File: src/design/smfs_pkg.sv
package smfs_pkg;

  localparam int SampleWidth = 14;
  localparam int SumWidth    = 20;
  localparam int ShiftWidth  = 16;
  localparam int SlotWidth   = 5;
  localparam int WinWidth    = 21;
  localparam int InWidth     = 16;
  localparam int OutWidth    = 8;

  localparam logic [SlotWidth-1:0] RightSlot = 5'd13;
  localparam logic [SlotWidth-1:0] LeftSlot  = 5'd29;

  localparam logic [3:0] PhaseSign    = 4'd0;
  localparam logic [3:0] PhaseExpLast = 4'd3;
  localparam logic [3:0] PhaseCapture = 4'd1;
  localparam logic [3:0] PhaseSearch  = 4'd7;

  typedef struct packed {
    logic left;
    logic right;
  } tap_t;

  // leading-bit search on the six bits below the sign
  function automatic logic [2:0] lead_exponent(input logic [6:0] cap);
    logic [5:0] top;
    logic [2:0] e;
    top = cap[6] ? cap[5:0] : ~cap[5:0];
    e = 3'd1;
    for (int i = 0; i < 6; i++) begin
      if (top[i]) begin
        e = 3'(i + 2);
      end
    end
    return e;
  endfunction

  // clamp codes: pass, force one, force zero
  function automatic logic stream_bit(input logic [2:0] clamp, input logic lsb);
    logic b;
    unique case (clamp)
      3'd0, 3'd7:       b = lsb;
      3'd1, 3'd2, 3'd3: b = 1'b1;
      default:          b = 1'b0;
    endcase
    return b;
  endfunction

endpackage

File: src/design/smfs_mix.sv
module smfs_mix (
  input  logic                            clk,
  input  logic                            rst,
  input  logic                            step,
  input  logic [smfs_pkg::SlotWidth-1:0]  slot,
  input  logic [smfs_pkg::SampleWidth-1:0] sample,
  input  logic                            add_left,
  input  logic                            add_right,
  output smfs_pkg::tap_t                  taps
);
  import smfs_pkg::*;

  logic [SumWidth-1:0]   sum_left;
  logic [SumWidth-1:0]   sum_right;
  logic [ShiftWidth-1:0] shifter_left;
  logic [ShiftWidth-1:0] shifter_right;
  logic [2:0]            clamp_left;
  logic [2:0]            clamp_right;
  logic [3:0]            delay_left;
  logic [3:0]            delay_right;
  logic [SumWidth-1:0]   sample_ext;
  logic                  new_left;
  logic                  new_right;

  assign sample_ext = SumWidth'(signed'(sample));
  assign new_left   = stream_bit(clamp_left, shifter_left[0]);
  assign new_right  = stream_bit(clamp_right, shifter_right[0]);
  assign taps.left  = delay_left[3];
  assign taps.right = delay_right[3];

  always_ff @(posedge clk) begin
    if (rst) begin
      sum_left      <= '0;
      sum_right     <= '0;
      shifter_left  <= '0;
      shifter_right <= '0;
      clamp_left    <= '0;
      clamp_right   <= '0;
      delay_left    <= '0;
      delay_right   <= '0;
    end else if (step) begin
      delay_left  <= {delay_left[2:0], new_left};
      delay_right <= {delay_right[2:0], new_right};
      if (slot == RightSlot) begin
        shifter_right <= {~sum_right[17], sum_right[14:0]};
        clamp_right   <= sum_right[17:15];
        sum_right     <= add_right ? sample_ext : '0;
      end else begin
        shifter_right <= shifter_right >> 1;
        if (add_right) begin
          sum_right <= sum_right + sample_ext;
        end
      end
      if (slot == LeftSlot) begin
        shifter_left <= {~sum_left[17], sum_left[14:0]};
        clamp_left   <= sum_left[17:15];
        sum_left     <= add_left ? sample_ext : '0;
      end else begin
        shifter_left <= shifter_left >> 1;
        if (add_left) begin
          sum_left <= sum_left + sample_ext;
        end
      end
    end
  end

endmodule

File: src/design/smfs_ser.sv
module smfs_ser (
  input  logic                           clk,
  input  logic                           rst,
  input  logic                           step,
  input  logic [smfs_pkg::SlotWidth-1:0] slot,
  input  smfs_pkg::tap_t                 taps,
  output logic                           pending_bit
);
  import smfs_pkg::*;

  logic [WinWidth-1:0]  bit_window;
  logic [6:0]           top_capture;
  logic                 held_sign;
  logic [2:0]           held_exponent;
  logic [3:0]           phase;
  logic [SlotWidth-1:0] slot_back;
  logic                 merged;
  logic                 pending_next;

  assign phase     = slot[3:0];
  assign slot_back = slot - SlotWidth'(2);
  assign merged    = slot_back[SlotWidth-1] ? taps.right : taps.left;

  always_comb begin
    pending_next = 1'b0;
    priority if (phase == PhaseSign) begin
      pending_next = held_sign;
    end else if (phase <= PhaseExpLast) begin
      pending_next = held_exponent[2'(phase - 4'd1)];
    end else if (held_exponent != 3'd0) begin
      pending_next = bit_window[5'(held_exponent - 3'd1)];
    end else begin
      pending_next = 1'b0;
    end
  end

  always_ff @(posedge clk) begin
    if (rst) begin
      bit_window    <= '0;
      top_capture   <= '0;
      held_sign     <= 1'b0;
      held_exponent <= '0;
      pending_bit   <= 1'b0;
    end else if (step) begin
      if (phase == PhaseCapture) begin
        top_capture <= {merged, bit_window[20:15]};
      end
      if (phase == PhaseSearch) begin
        held_exponent <= lead_exponent(top_capture);
        held_sign     <= top_capture[6];
      end
      bit_window  <= {merged, bit_window[WinWidth-1:1]};
      pending_bit <= pending_next;
    end
  end

endmodule

File: src/design/stereo_mix_float_serializer.sv
// an accepted input word's output word is held in the output register from the next cycle
// throughput: one word per cycle unless stalled; single register stage after state update
// the output register frees the input side whenever it is empty or being taken
// reset (rst, synchronous): slot counter, sums, shifters, delays and window clear to zero
// and the output register is emptied
module stereo_mix_float_serializer (
  input  logic                          clk,
  input  logic                          rst,
  input  logic                          s_tvalid,
  output logic                          s_tready,
  input  logic [smfs_pkg::InWidth-1:0]  s_tdata,  // sample[13:0], add_left, add_right
  output logic                          m_tvalid,
  input  logic                          m_tready,
  output logic [smfs_pkg::OutWidth-1:0] m_tdata   // serial_bit, slot_index[4:0], zero pad
);
  import smfs_pkg::*;

  logic                 accept;
  logic [SlotWidth-1:0] slot_counter;
  tap_t                 taps;
  logic                 pending_bit;

  assign s_tready = !m_tvalid || m_tready;
  assign accept   = s_tvalid && s_tready;

  smfs_mix u_mix (
    .clk       (clk),
    .rst       (rst),
    .step      (accept),
    .slot      (slot_counter),
    .sample    (s_tdata[SampleWidth-1:0]),
    .add_left  (s_tdata[SampleWidth]),
    .add_right (s_tdata[SampleWidth+1]),
    .taps      (taps)
  );

  smfs_ser u_ser (
    .clk         (clk),
    .rst         (rst),
    .step        (accept),
    .slot        (slot_counter),
    .taps        (taps),
    .pending_bit (pending_bit)
  );

  always_ff @(posedge clk) begin
    if (rst) begin
      slot_counter <= '0;
      m_tvalid     <= 1'b0;
      m_tdata      <= '0;
    end else begin
      if (accept) begin
        slot_counter <= slot_counter + SlotWidth'(1);
        m_tvalid     <= 1'b1;
        m_tdata      <= {(OutWidth-SlotWidth-1)'(0), slot_counter, pending_bit};
      end else if (m_tready) begin
        m_tvalid <= 1'b0;
      end
    end
  end

  a_accept_fills : assert property (@(posedge clk) disable iff (rst)
    accept |=> m_tvalid)
    else $error("accepted word did not reach the output register");

  a_slot_tag : assert property (@(posedge clk) disable iff (rst)
    accept |=> m_tdata[SlotWidth:1] == $past(slot_counter))
    else $error("output slot does not match the slot of the accepted word");

  a_reset_empty : assert property (@(posedge clk) disable iff (rst)
    $past(rst) |-> !m_tvalid)
    else $error("output register not empty after reset");

endmodule

File: config.mk
export PLATFORM = sky130hd
export DESIGN_NAME = stereo_mix_float_serializer
export DESIGN_NICKNAME = d
export VERILOG_FILES = /design/src/design/smfs_pkg.sv /design/src/design/smfs_mix.sv /design/src/design/smfs_ser.sv /design/src/design/stereo_mix_float_serializer.sv
export SDC_FILE = /design/constraint.sdc
export NUM_CORES = 1
export LEC_CHECK = 0
export BUFFER_PORTS_ARGS = -buffer_cell sky130_fd_sc_hd__buf_2
export CORE_AREA = 2 2 130 132
export CTS_BUF_LIST = sky130_fd_sc_hd__clkbuf_16
export DETAILED_ROUTE_END_ITERATION = 6
export DIE_AREA = 0 0 132 134
export GPL_ROUTABILITY_DRIVEN = 0
export GPL_TIMING_DRIVEN = 1
export PLACE_DENSITY = 0.67
export SYNTH_ARGS = -nofsm -noshare
export SYNTH_HDL_FRONTEND = slang
export SYNTH_SLANG_ARGS = --single-unit
File: constraint.sdc
create_clock -name clk -period 3.1 [get_ports clk]
set_input_delay 0.31 -clock clk [delete_from_list [all_inputs] [get_ports clk]]
set_output_delay 0.31 -clock clk [all_outputs]
set_load 0.005 [all_outputs]
-- Word-level counts from Yosys, hierarchy flattened
Index checks and enable logic that the tools add are counted.
W data, S select, Z words.
- register bits: 131
- input port bits: 20
- output and inout bits: 10
- word-level logic and storage cells: 87
- add/subtract/negate cells: 6
- magnitude comparators: 3
- equal/unequal tests: 12
- muxes and demuxes: 27
- bitwise logic cells: 3
- reduce and logical (&&, ||, !) cells: 20
- operators with widths (kind ; number):
    $mux W20 ; 6
    $add A20 B20 Y20 ; 2
    $mux W16 ; 2
    $eq A3 B2 Y1 const B ; 4
    $mux W3 ; 4
    $reduce_and A2 Y1 ; 6
    $mux W1 ; 8
    $eq A3 B1 Y1 const B ; 2
    $eq A3 B3 Y1 const B ; 2
    $logic_not A3 Y1 ; 2
    $lt A5 B6 Y1 const B ; 1
    $mux W6 ; 1
    $not A6 Y6 ; 1
    $reduce_bool A2 Y1 ; 3
    $reduce_or A3 Y1 ; 2
    $add A5 B1 Y5 const B ; 1
    $bmux W1 S5 ; 1
    $eq A5 B4 Y1 const B ; 1
    $eq A5 B5 Y1 const B ; 1
    $sub A5 B2 Y5 const B ; 1
    $eq A4 B1 Y1 const B ; 1
    $eq A4 B3 Y1 const B ; 1
    $le A4 B2 Y1 const B ; 1
    $logic_not A4 Y1 ; 1
    12 further kinds ; 16

-- Logic depth before layout (Yosys ltp)
Gate-level depths: netlist of the first run.
- word-level depth: 8
- depth in mapped cells: 9
- mapped depth without buffers: 9

-- By module
From an unflattened synthesis of the first run, not the netlist that was laid out.
- cell total of the unflattened synthesis: 895
- area total of the unflattened synthesis: 7208.2 um2
- modules (own cells, without submodules) (module ; times used ; cells an instance ; area each (um2)):
    smfs_mix ; 1 ; 669 ; 5142.4
    smfs_ser ; 1 ; 164 ; 1540.2
    stereo_mix_float_serializer ; 1 ; 62 ; 525.5

-- Worst setup path after synthesis of the first run
Ideal clock, no wire load.
- kind: input -> register
- start: input s_tdata[7] in the netlist's numbering
- end: register u_mix.sum_left[8]
- setup time: 132 ps
- arrival time: 1833 ps
- slack: 1135 ps
- stages on the path: 8
- buffers on the path: 1
- path through: ha_1 > buf_6 > a21o_1 > or3_1 > o21a_2 > xor2_1 > a221oi_1 > nor3_1
- word-level cells in the longest chain between the ends: 3
- RTL lines (item ; RTL line ; source):
    from (decl) ; stereo_mix_float_serializer.sv:11 ; input logic [smfs_pkg::InWidth-1:0] s_tdata,
    $add A20 B20 Y20 ; smfs_mix.sv:61 ; sum_left <= sum_left + sample_ext;
    $mux W20 ; smfs_mix.sv:60 ; if (add_left) begin
    $mux W20 ; smfs_mix.sv:54 ; if (slot == LeftSlot) begin
    to (signal assigned) ; smfs_mix.sv:57 ; sum_left <= add_left ? sample_ext : '0;
    to (signal assigned) ; smfs_mix.sv:61 ;
    to (decl) ; smfs_mix.sv:13 ; logic [SumWidth-1:0] sum_left;
No other way between the ends. The select of a mux whose other input is x is not followed.
A chain may end at the register's enable or synchronous reset.

-- Final worst setup path of the first run
- start: register slot_counter[1]
- end: register u_mix.sum_left[6]
- word-level cells in the longest chain between the ends: 3
- elaborated cells between the ends (all ways): 4
- RTL lines (item ; RTL line ; source):
    from (decl) ; stereo_mix_float_serializer.sv:19 ; logic [SlotWidth-1:0] slot_counter;
    from (signal assigned) ; stereo_mix_float_serializer.sv:53 ; slot_counter <= slot_counter + SlotWidth'(1);
    $eq A5 B5 Y1 * ; smfs_mix.sv:54 ;
    $reduce_bool A2 Y1 (no line) ; -- ;
    $reduce_and A2 Y1 (no line) ; -- ;
Every way passes the cells marked *; elsewhere a longest branch is shown, timed or not.

==> results of run 1 <==
## power breakdown
part / total [mW] / internal (mW) / switching [mW]
combinational: 0.784 / 0.326 / 0.458
clock: 1.88 / 1.16 / 0.714
sequential: 1.81 / 1.72 / 0.0881
total: 4.47 / 3.21 / 1.26
## flip-flops by register name, indices dropped and copies added (netlist names)
| register | count |
|---|---|
| u_ser.top_capture | 7 |
| slot_counter | 5 |
| m_tvalid | 1 |
| m_tdata | 6 |
| u_mix.clamp_right | 3 |
| u_mix.delay_right | 4 |
| u_ser.held_exponent | 3 |
| u_mix.sum_right | 18 |
| u_mix.clamp_left | 3 |
| u_mix.delay_left | 4 |
| u_mix.sum_left | 18 |
| u_mix.shifter_left | 16 |
| u_ser.held_sign | 1 |
| u_mix.shifter_right | 16 |
| u_ser.pending_bit | 1 |
| u_ser.bit_window | 21 |
## synthesized netlist by cell type, drive strengths merged, types with 10 or more instances
cell type	number	area share (%)
nand2	183	9.6
dfxtp	127	35
nor2	105	5.5
a21oi	90	6.4
o21ai	42	3.0
ha	39	6.8
a311oi	36	4.4
clkbuf	32	1.7
buf	25	1.9
inv	22	1.2
nor3	21	1.5
a211oi	17	1.8
mux2i	16	2.2
xnor2	15	1.8
nand3	13	0.91
a221oi	12	1.6
nand4	10	0.87
o21a	10	1.1
## logic make-up after synthesis
family | synth area share, %
other | 0.05234
AND/OR/NAND/NOR | 21.99
buffers and inverters | 4.785
multiplexers | 2.864
flip-flops | 35.49
AO/OA/AOI/OAI | 24.52
adder cells (fa/ha/maj) | 7.370
XOR/XNOR | 2.934
## area by class of cell
class / count / area (um^2)
Sequential cell: 127 / 2542
Clock buffer: 17 / 425.4
Clock inverter: 15 / 131.4
Timing Repair Buffer: 39 / 227.7
Tap cell: 220 / 275.3
Multi-Input combinational cell: 715 / 4288
Fill cell: 1616 / 8317
Inverter: 22 / 82.58
## through the flow
stage / hold WS, ps / std cells
3_5_place_dp: 443.4 / 1123
3_3_place_gp: 437.7 / 1123
4_1_cts: 215.4 / 1155
5_1_grt: 240.9 / 1155
6_report: 228.3 / 1155
2_1_floorplan: 432.1 / 921
## metal layers
| metal | vias up | wire length [um] | track usage, % |
|---|---|---|---|
| met4 | 0 | 193 | 7.065 |
| li1 | 3310 | - | - |
| met5 | - | 0 | 0 |
| met3 | 14 | 1049 | 3.212 |
| met2 | 203 | 7541 | 31.22 |
| met1 | 3007 | 8684 | 29.32 |
## critical path: cells and delay by family (launching register included)
| kind | cells | cell delay [ps] |
|---|---|---|
| AO/OA/AOI/OAI | 3 | 1100 |
| adder cells (fa/ha/maj) | 1 | 250 |
| AND/OR/NAND/NOR | 1 | 420 |
| buffers and inverters | 1 | 100 |
| flip-flops | 1 | 430 |
## how the worst max path moves through the flow
| stage | from | endpoint | slack, ps | cells after the start |
|---|---|---|---|---|
| 3_3_place_gp | slot_counter[1] | u_mix.sum_left[6] | 720 | 6 |
| 6_report | slot_counter[1] | u_mix.sum_left[6] | 710 | 6 |
| 2_1_floorplan | s_tdata[7] | u_mix.sum_left[8] | 1130 | 8 |
| 3_5_place_dp | s_tdata[0] | u_mix.sum_right[14] | 720 | 10 |
| 5_1_grt | slot_counter[1] | u_mix.sum_left[6] | 490 | 6 |
| 4_1_cts | slot_counter[1] | u_mix.sum_left[6] | 740 | 6 |
==> impl_metrics.ini, run 1 <==
[outcome]
outcome = finished, final reports clean

[route]
detail-route-antenna-nets = 0
drtPass1Iterations = 5
routedWlPerCell_um = 15.12
vias = 6534
routed_wl_um = 17470
drc_errors = 0
via_per_inst = 5.657
drt_iter0_drc = 531

[critical_path]
ff2ff_path_depth = 6
cpMaxStageDelayCell = o21ai_2
path_class = register to register
rr_startpoint = slot_counter[1]
cp.arrival_ps = 2720
required_ps = 3430
critPathLaunchType = register
worstPathCellList = inv_1, ha_1, and4_1, o21ai_2, a22oi_1, a311oi_1
r2r_setup_slack_ps = 710
cp-end-kind = register
r2r-end = u_mix.sum_left[6]
slowest_delay_ps = 660
cp_max_fo = 17

[flow_run]
max_cap_viol_count = 0

[timing]
finalHoldViolations = 0
period_share_pct = 77.11
tns_ps = 0
tightest_slew_ps = 738.8
max_slew_margin_pct = 50.48
fin_crit_ps = 2390
rsz0062_at_grt = no
fmax_mhz = 418.3
final_max_slew_viol_count = 0
setup_viol = 0
finalClockSkew_ps = 9.248
worst_slack_ps = 709.5

[final_layout]
layout_common_cells = 183 x nand2_1, 127 x dfxtp_1, 104 x nor2_1, 88 x a21oi_1
n_antenna_cell = 0
final_common_cell = nand2_1
utilization_pct = 48.94
area_growth_pct = 11.28
fin_area_mm2 = 0.007973
drive_gt1_share_pct = 8.984
nets = 983

[clock_tree]
cts_hold_repair.buffers = 0
htreeDepth = 4
cts_buffer_depth = 2
clk_pin_slew_ps = 60
cts_sinks = 127
cts-root-buf = clkbuf_16
cts_buffers = 17
cts_tree = built
post_cts_buffers = 0
clock_latency_ps = 410
cts_resized = 0

[placed_design]
io_buffers = 27
placed_area_mm2 = 0.007416
place_ws_ps = 719.7
hpwl_um = 12400

[synth]
ys_seq_area_share_pct = 35.49
async_flop_share_pct = 0
syn_inst = 920
synth.avg_cell_area_um2 = 7.787
synth_ff_type = dfxtp_1
yosysUniqueCellTypes = 72
synth_warnings = 0
synth_area_mm2 = 0.007164
synth-edff-count = 0
synth_seq_cells = 127

[grt]
grt_pass1_vias = 5971
grt_usage_pct = 20.44
grt_pass1_wl_um = 29760
antenna_found_initial = 0
grt-ovfl-total = 0
grt_start_max_net_pins = 55

[min_path]
whs_endpoint = u_mix.sum_right[2]
worstHoldPathCells = 3
hold_path.class = primary input to register
hold_start = s_tdata[2]

[floorplanning]
dieHeight_um = 134
coreArea_mm2 = 0.01629
top_level_ports = 30
initial_core_util_pct = 43.98
die_w_um = 132
rows = 47
die_area_mm2 = 0.01769

[pwr]
vdd_ir_drop_max_mv = 0.3880
powerDensity_mw_per_mm2 = 561.0
total_power_mw = 4.473
p_leak_nw = 3.007
No activity file was read; power rests on OpenSTA's default activity.
==> run 2, diff against run 1 <==
==> constraint.sdc (replaced) <==
create_clock -name clk -period 2.3 [get_ports clk]
set_input_delay 0.23 -clock clk [delete_from_list [all_inputs] [get_ports clk]]
set_output_delay 0.23 -clock clk [all_outputs]
set_load 0.005 [all_outputs]
==> run 2 against run 1 <==
Net effect: clock power is 33% higher; critical endpoint is now u_mix.sum_left[12]; sequential share of layout area is 0.65 points lower; first-iteration DRC count grew 0.38%; sequential power grew 34%; routed wire length increased by 3.7%; count of clock-buffer cells in the layout is the same; flip-flop and latch count unchanged; critical path depth up 3; critical path type unchanged; largest cell class unchanged; die area stayed put; worst hold slack got worse by 80 ps; maximum frequency rose by 12%; core utilization rose by 1.0 points; highest routed layer unchanged.
==> impl_metrics.ini, run 2 (synthesis gave the netlist of run 1 again) <==
[outcome]
outcome = finished, final reports clean

[pwr]
vdd_ir_drop_max_mv = 0.5727
p_leak_nw = 3.099
total_power_mw = 6.033
powerDensity_mw_per_mm2 = 741.3

[min_path]
worstHoldPathCells = 3
hold_path.class = primary input to register
hold_start = s_tdata[2]
whs_endpoint = u_mix.sum_right[2]

[critical_path]
cp_max_fo = 5
path_class = register to register
required_ps = 2630
r2r-end = u_mix.sum_left[12]
cp-end-kind = register
ff2ff_path_depth = 9
rr_startpoint = u_mix.sum_left[0]
r2r_setup_slack_ps = 170
cp.arrival_ps = 2460
critPathLaunchType = register

[timing]
worst_slack_ps = 167.5
setup_viol = 0
tns_ps = 0
rsz0062_at_grt = no
fin_crit_ps = 2133
max_slew_margin_pct = 60.84
final_max_slew_viol_count = 0
period_share_pct = 92.72
finalClockSkew_ps = 15.07
fmax_mhz = 468.9
finalHoldViolations = 0
tightest_slew_ps = 587.3
holdWs_ps = 148.5

[grt]
grt_pass1_vias = 6100
grt_pass1_wl_um = 30200
grt-ovfl-total = 0
antenna_found_initial = 0
grt_start_max_net_pins = 80
grt_usage_pct = 20.94

[final_layout]
final_common_cell = nand2_1
reg_top3 = u_ser.bit_window (21), u_mix.sum_left (18), u_mix.sum_right (18)
area_growth_pct = 13.59
drive_gt1_share_pct = 10.39
nets = 1002
layout_common_cells = 183 x nand2_1, 127 x dfxtp_1, 104 x nor2_1, 87 x a21oi_1, 39 x ha_1
utilization_pct = 49.96
n_antenna_cell = 0
largest-register = u_ser.bit_window
largest_reg_flops = 21
seqCellArea_mm2 = 0.002542
multi_input_area_mm2 = 0.004294
n_fill_cell = 1585

[route]
routedWlPerCell_um = 15.44
drt_iter0_drc = 533
drc_errors = 0
vias = 6632
detail-route-antenna-nets = 0
via_per_inst = 5.654
drtPass1Iterations = 5
routed_wl_um = 18110

[floorplanning]
dieHeight_um = 134
coreArea_mm2 = 0.01629
die_area_mm2 = 0.01769
die_w_um = 132
rows = 47
initial_core_util_pct = 43.98
top_level_ports = 30

[clock_tree]
cts_buffers = 17
cts_tree = built
cts-root-buf = clkbuf_16
cts_sinks = 127
clock_latency_ps = 420
cts_buffer_depth = 2
htreeDepth = 4
clk_pin_slew_ps = 50

[placed_design]
hpwl_um = 12570
place_ws_ps = 121.9
io_buffers = 27

[flow_run]
max_cap_viol_count = 0
[run 2: cell types whose count changed in the layout (fill, tap and decap cells not counted), sizes merged]
cell,delta
buf,+19
clkinvlp,-1
[run 2: worst max-delay path by stage]
stage,startpoint,endpoint,cells past startpoint
after CTS,u_mix.sum_right[5],u_mix.sum_right[17],7
after global placement,s_tdata[5],u_mix.sum_right[17],8
after detailed placement,s_tdata[5],u_mix.sum_right[17],8
after global routing,u_mix.sum_left[0],u_mix.sum_left[8],9
after floorplan,u_mix.sum_right[0],u_mix.sum_right[10],9
final,u_mix.sum_left[0],u_mix.sum_left[12],9
[run 2: cell type report]
class	instances	area share (%)
multi-input cells	715	52.77
flip-flops and latches	127	31.24
clock buffers	17	5.228
repair buffers	58	5.012
well taps	220	3.383
clock inverters	14	1.353
inverters	22	1.015
[run 2: timing repair]
action,4_1_cts,5_1_grt
endpoints found under the setup margin,0,7
hold buffers,0,0
setup buffers,0,1
resized for setup,0,3
[run 2: routing by layer]
layer	global-route usage (%)	vias up	wire, um
li1	-	3356	-
met1	29.08	3055	8670
met2	32.15	184	7907
met3	4.989	37	1150
met4	6.703	0	379
met5	0	-	0
[run 2: metrics by stage]
stage,cells,instance area [um^2]
4_1_cts,1172,8124
6_report,1173,8138
3_5_place_dp,1141,7589
5_1_grt,1173,8138
2_1_floorplan,921,7168
3_3_place_gp,1141,7589
[run 2: where the power goes]
group          switching [mW]  total, mW  internal (mW)
registers               0.104       2.43           2.33
logic                   0.633       1.10          0.469
clock network           0.958       2.50           1.54
[run 2: critical path: stages, from the launching register on]
cell	delay (ps)
dfxtp_1	350
ha_1	200
inv_1	60
fa_1	410
nor2b_4	140
o31a_2	190
o21a_2	240
a31oi_4	110
xnor2_1	150
a221oi_2	200
==> run 3, diff against run 2 <==
--- a/config.mk
+++ b/config.mk
@@ -7,7 +7,6 @@
 export LEC_CHECK = 0
 export BUFFER_PORTS_ARGS = -buffer_cell sky130_fd_sc_hd__buf_2
 export CORE_AREA = 2 2 130 132
-export CTS_BUF_LIST = sky130_fd_sc_hd__clkbuf_16
 export DETAILED_ROUTE_END_ITERATION = 6
 export DIE_AREA = 0 0 132 134
 export GPL_ROUTABILITY_DRIVEN = 0
==> run 3 against run 2 <==
Net effect: sequential share of layout area is 0.27 points lower; setup slack got worse by 14 ps; combinational power about the same; register-to-register slack about the same; clock skew down 5.9 ps; critical path type unchanged; critical endpoint is now u_mix.sum_left[9]; largest cell class unchanged.
==> impl_metrics.ini, run 3 (synthesis gave the netlist of run 1 again) <==
[outcome]
outcome = finished, final reports clean

[placed_design]
io_buffers = 27
placed_area_mm2 = 0.007589
dp.cells = 1141
place_ws_ps = 121.9
hpwl_um = 12570

[timing]
period_share_pct = 93.34
rsz0062_at_grt = no
tightest_slew_ps = 581.6
final_max_slew_viol_count = 0
tns_ps = 0
finalHoldViolations = 0
worst_slack_ps = 153.2
finalClockSkew_ps = 9.140
fin_crit_ps = 2147
setup_viol = 0
fmax_mhz = 465.8
max_slew_margin_pct = 61.23

[grt]
antenna_found_initial = 0
met3_usage_pct = 4.800
grt_usage_pct = 21.04
top_usage_layer = met2
grt_pass1_vias = 6067
grt_start_max_net_pins = 80
use_met2_pct = 32.15
grt-ovfl-total = 0
use_met1_pct = 29.34
grt_pass1_wl_um = 30260

[pwr]
p_leak_nw = 3.126
vdd_ir_drop_max_mv = 0.5724
powerDensity_mw_per_mm2 = 765.2

[final_layout]
drive_gt1_share_pct = 11.12
largest_reg_flops = 21
reg_top3 = u_ser.bit_window (21), u_mix.sum_left (18), u_mix.sum_right (18)
nets = 1002
n_antenna_cell = 0
largest-register = u_ser.bit_window
area_growth_pct = 14.57
layout_common_cells = 183 x nand2_1, 127 x dfxtp_1, 104 x nor2_1, 87 x a21oi_1, 39 x ha_1
stdcell_count = 1173
fin_area_mm2 = 0.008208
final_common_cell = nand2_1

[min_path]
worstHoldPathCells = 3
hold_path.class = primary input to register
hold_start = s_tdata[2]
whs_endpoint = u_mix.sum_right[2]

[floorplanning]
dieHeight_um = 134
die_w_um = 132
coreArea_mm2 = 0.01629
rows = 47
top_level_ports = 30
initial_core_util_pct = 43.98
die_area_mm2 = 0.01769

[critical_path]
worstPathCellList = ha_1, a211oi_1, o21ai_0, a21oi_1, xnor2_1, a221oi_1, nor3_1
rr_startpoint = u_mix.sum_left[1]
r2r-end = u_mix.sum_left[9]
ff2ff_path_depth = 7
required_ps = 2590
slowest_delay_ps = 390
cp-end-kind = register
cp.arrival_ps = 2440
r2r_setup_slack_ps = 150
cpLargestDelayFamily = compound AO/OA/AOI/OAI gates
critPathLaunchType = register
path_class = register to register
cpMaxStageDelayCell = dfxtp_1
cp_max_fo = 4
crit_buf_inv = 0

[route]
drc_errors = 0
routed_wl_um = 18160
detail-route-antenna-nets = 0
via_per_inst = 5.644
drt_iter0_drc = 496
drtPass1Iterations = 5
vias = 6620
routedWlPerCell_um = 15.48

[clock_tree]
cts_sinks = 127
htreeDepth = 4
cts-root-buf = clkbuf_16
cts_buffers = 17
clk_pin_slew_ps = 60
clock_latency_ps = 420
cts_tree = built
cts_buffer_depth = 2

[flow_run]
max_cap_viol_count = 0
## run 3: cell count changes in the layout (fill, tap and decap cells not counted), sizes merged
cell    before  now
clkinv       8    1
clkbuf      17   27
inv         25   22
## run 3: final cells by class
cell class,instances,area [um^2]
Tap cell,220,275.3
Clock inverter,4,72.57
Fill cell,1572,8082
Multi-Input combinational cell,715,4294
Timing Repair Buffer,58,407.9
Sequential cell,127,2542
Clock buffer,27,533.0
Inverter,22,82.58
## run 3: stage by stage
step	power (mW)	hold slack, ps	utilization [%]
2_1_floorplan	3.276	400.2	-
3_3_place_gp	3.539	437.4	46.59
3_5_place_dp	3.549	443.2	46.59
4_1_cts	6.307	132.7	50.30
5_1_grt	6.568	151.4	50.39
6_report	6.281	148.6	50.39
## run 3: metal layers
layer | routed length (um) | vias to the layer above | share of wire (%)
met1 | 8675 | 3061 | 48
li1 | - | 3349 | -
met2 | 8013 | 180 | 44
met5 | 0 | - | 0
met3 | 1105 | 30 | 6.1
met4 | 366 | 0 | 2.0
## run 3: where the power goes
part / total, mW / internal, mW / leakage (nW) / switching (mW)
combinational: 1.10 / 0.469 / 1.79 / 0.634
sequential: 2.43 / 2.33 / 1.04 / 0.104
clock: 2.75 / 1.79 / 0.296 / 0.957
total: 6.28 / 4.59 / 3.13 / 1.69
## run 3: worst register-to-register path, stage by stage, from the launching register on
cell and delay, ps:
dfxtp_1 390, ha_1 270, a211oi_1 320, o21ai_0 190, a21oi_1 290, xnor2_1 100
a221oi_1 370, nor3_1 90
## run 3: how the worst max path moves through the flow
stage / to / slack, ps / startpoint / cells after the start
6_report: u_mix.sum_left[9] / 150 / u_mix.sum_left[1] / 7
3_5_place_dp: u_mix.sum_right[17] / 120 / s_tdata[5] / 8
4_1_cts: u_mix.sum_right[17] / 160 / u_mix.sum_right[5] / 7
2_1_floorplan: u_mix.sum_right[10] / 340 / u_mix.sum_right[0] / 9
3_3_place_gp: u_mix.sum_right[17] / 170 / s_tdata[5] / 8
5_1_grt: u_mix.sum_left[8] / 3 / u_mix.sum_left[0] / 9
## run 3: repair_timing
item | CTS | global route
setup endpoints to repair | 0 | 7
buffers inserted | 0 | 1
gates resized for setup | 0 | 3
hold buffers | 0 | 0
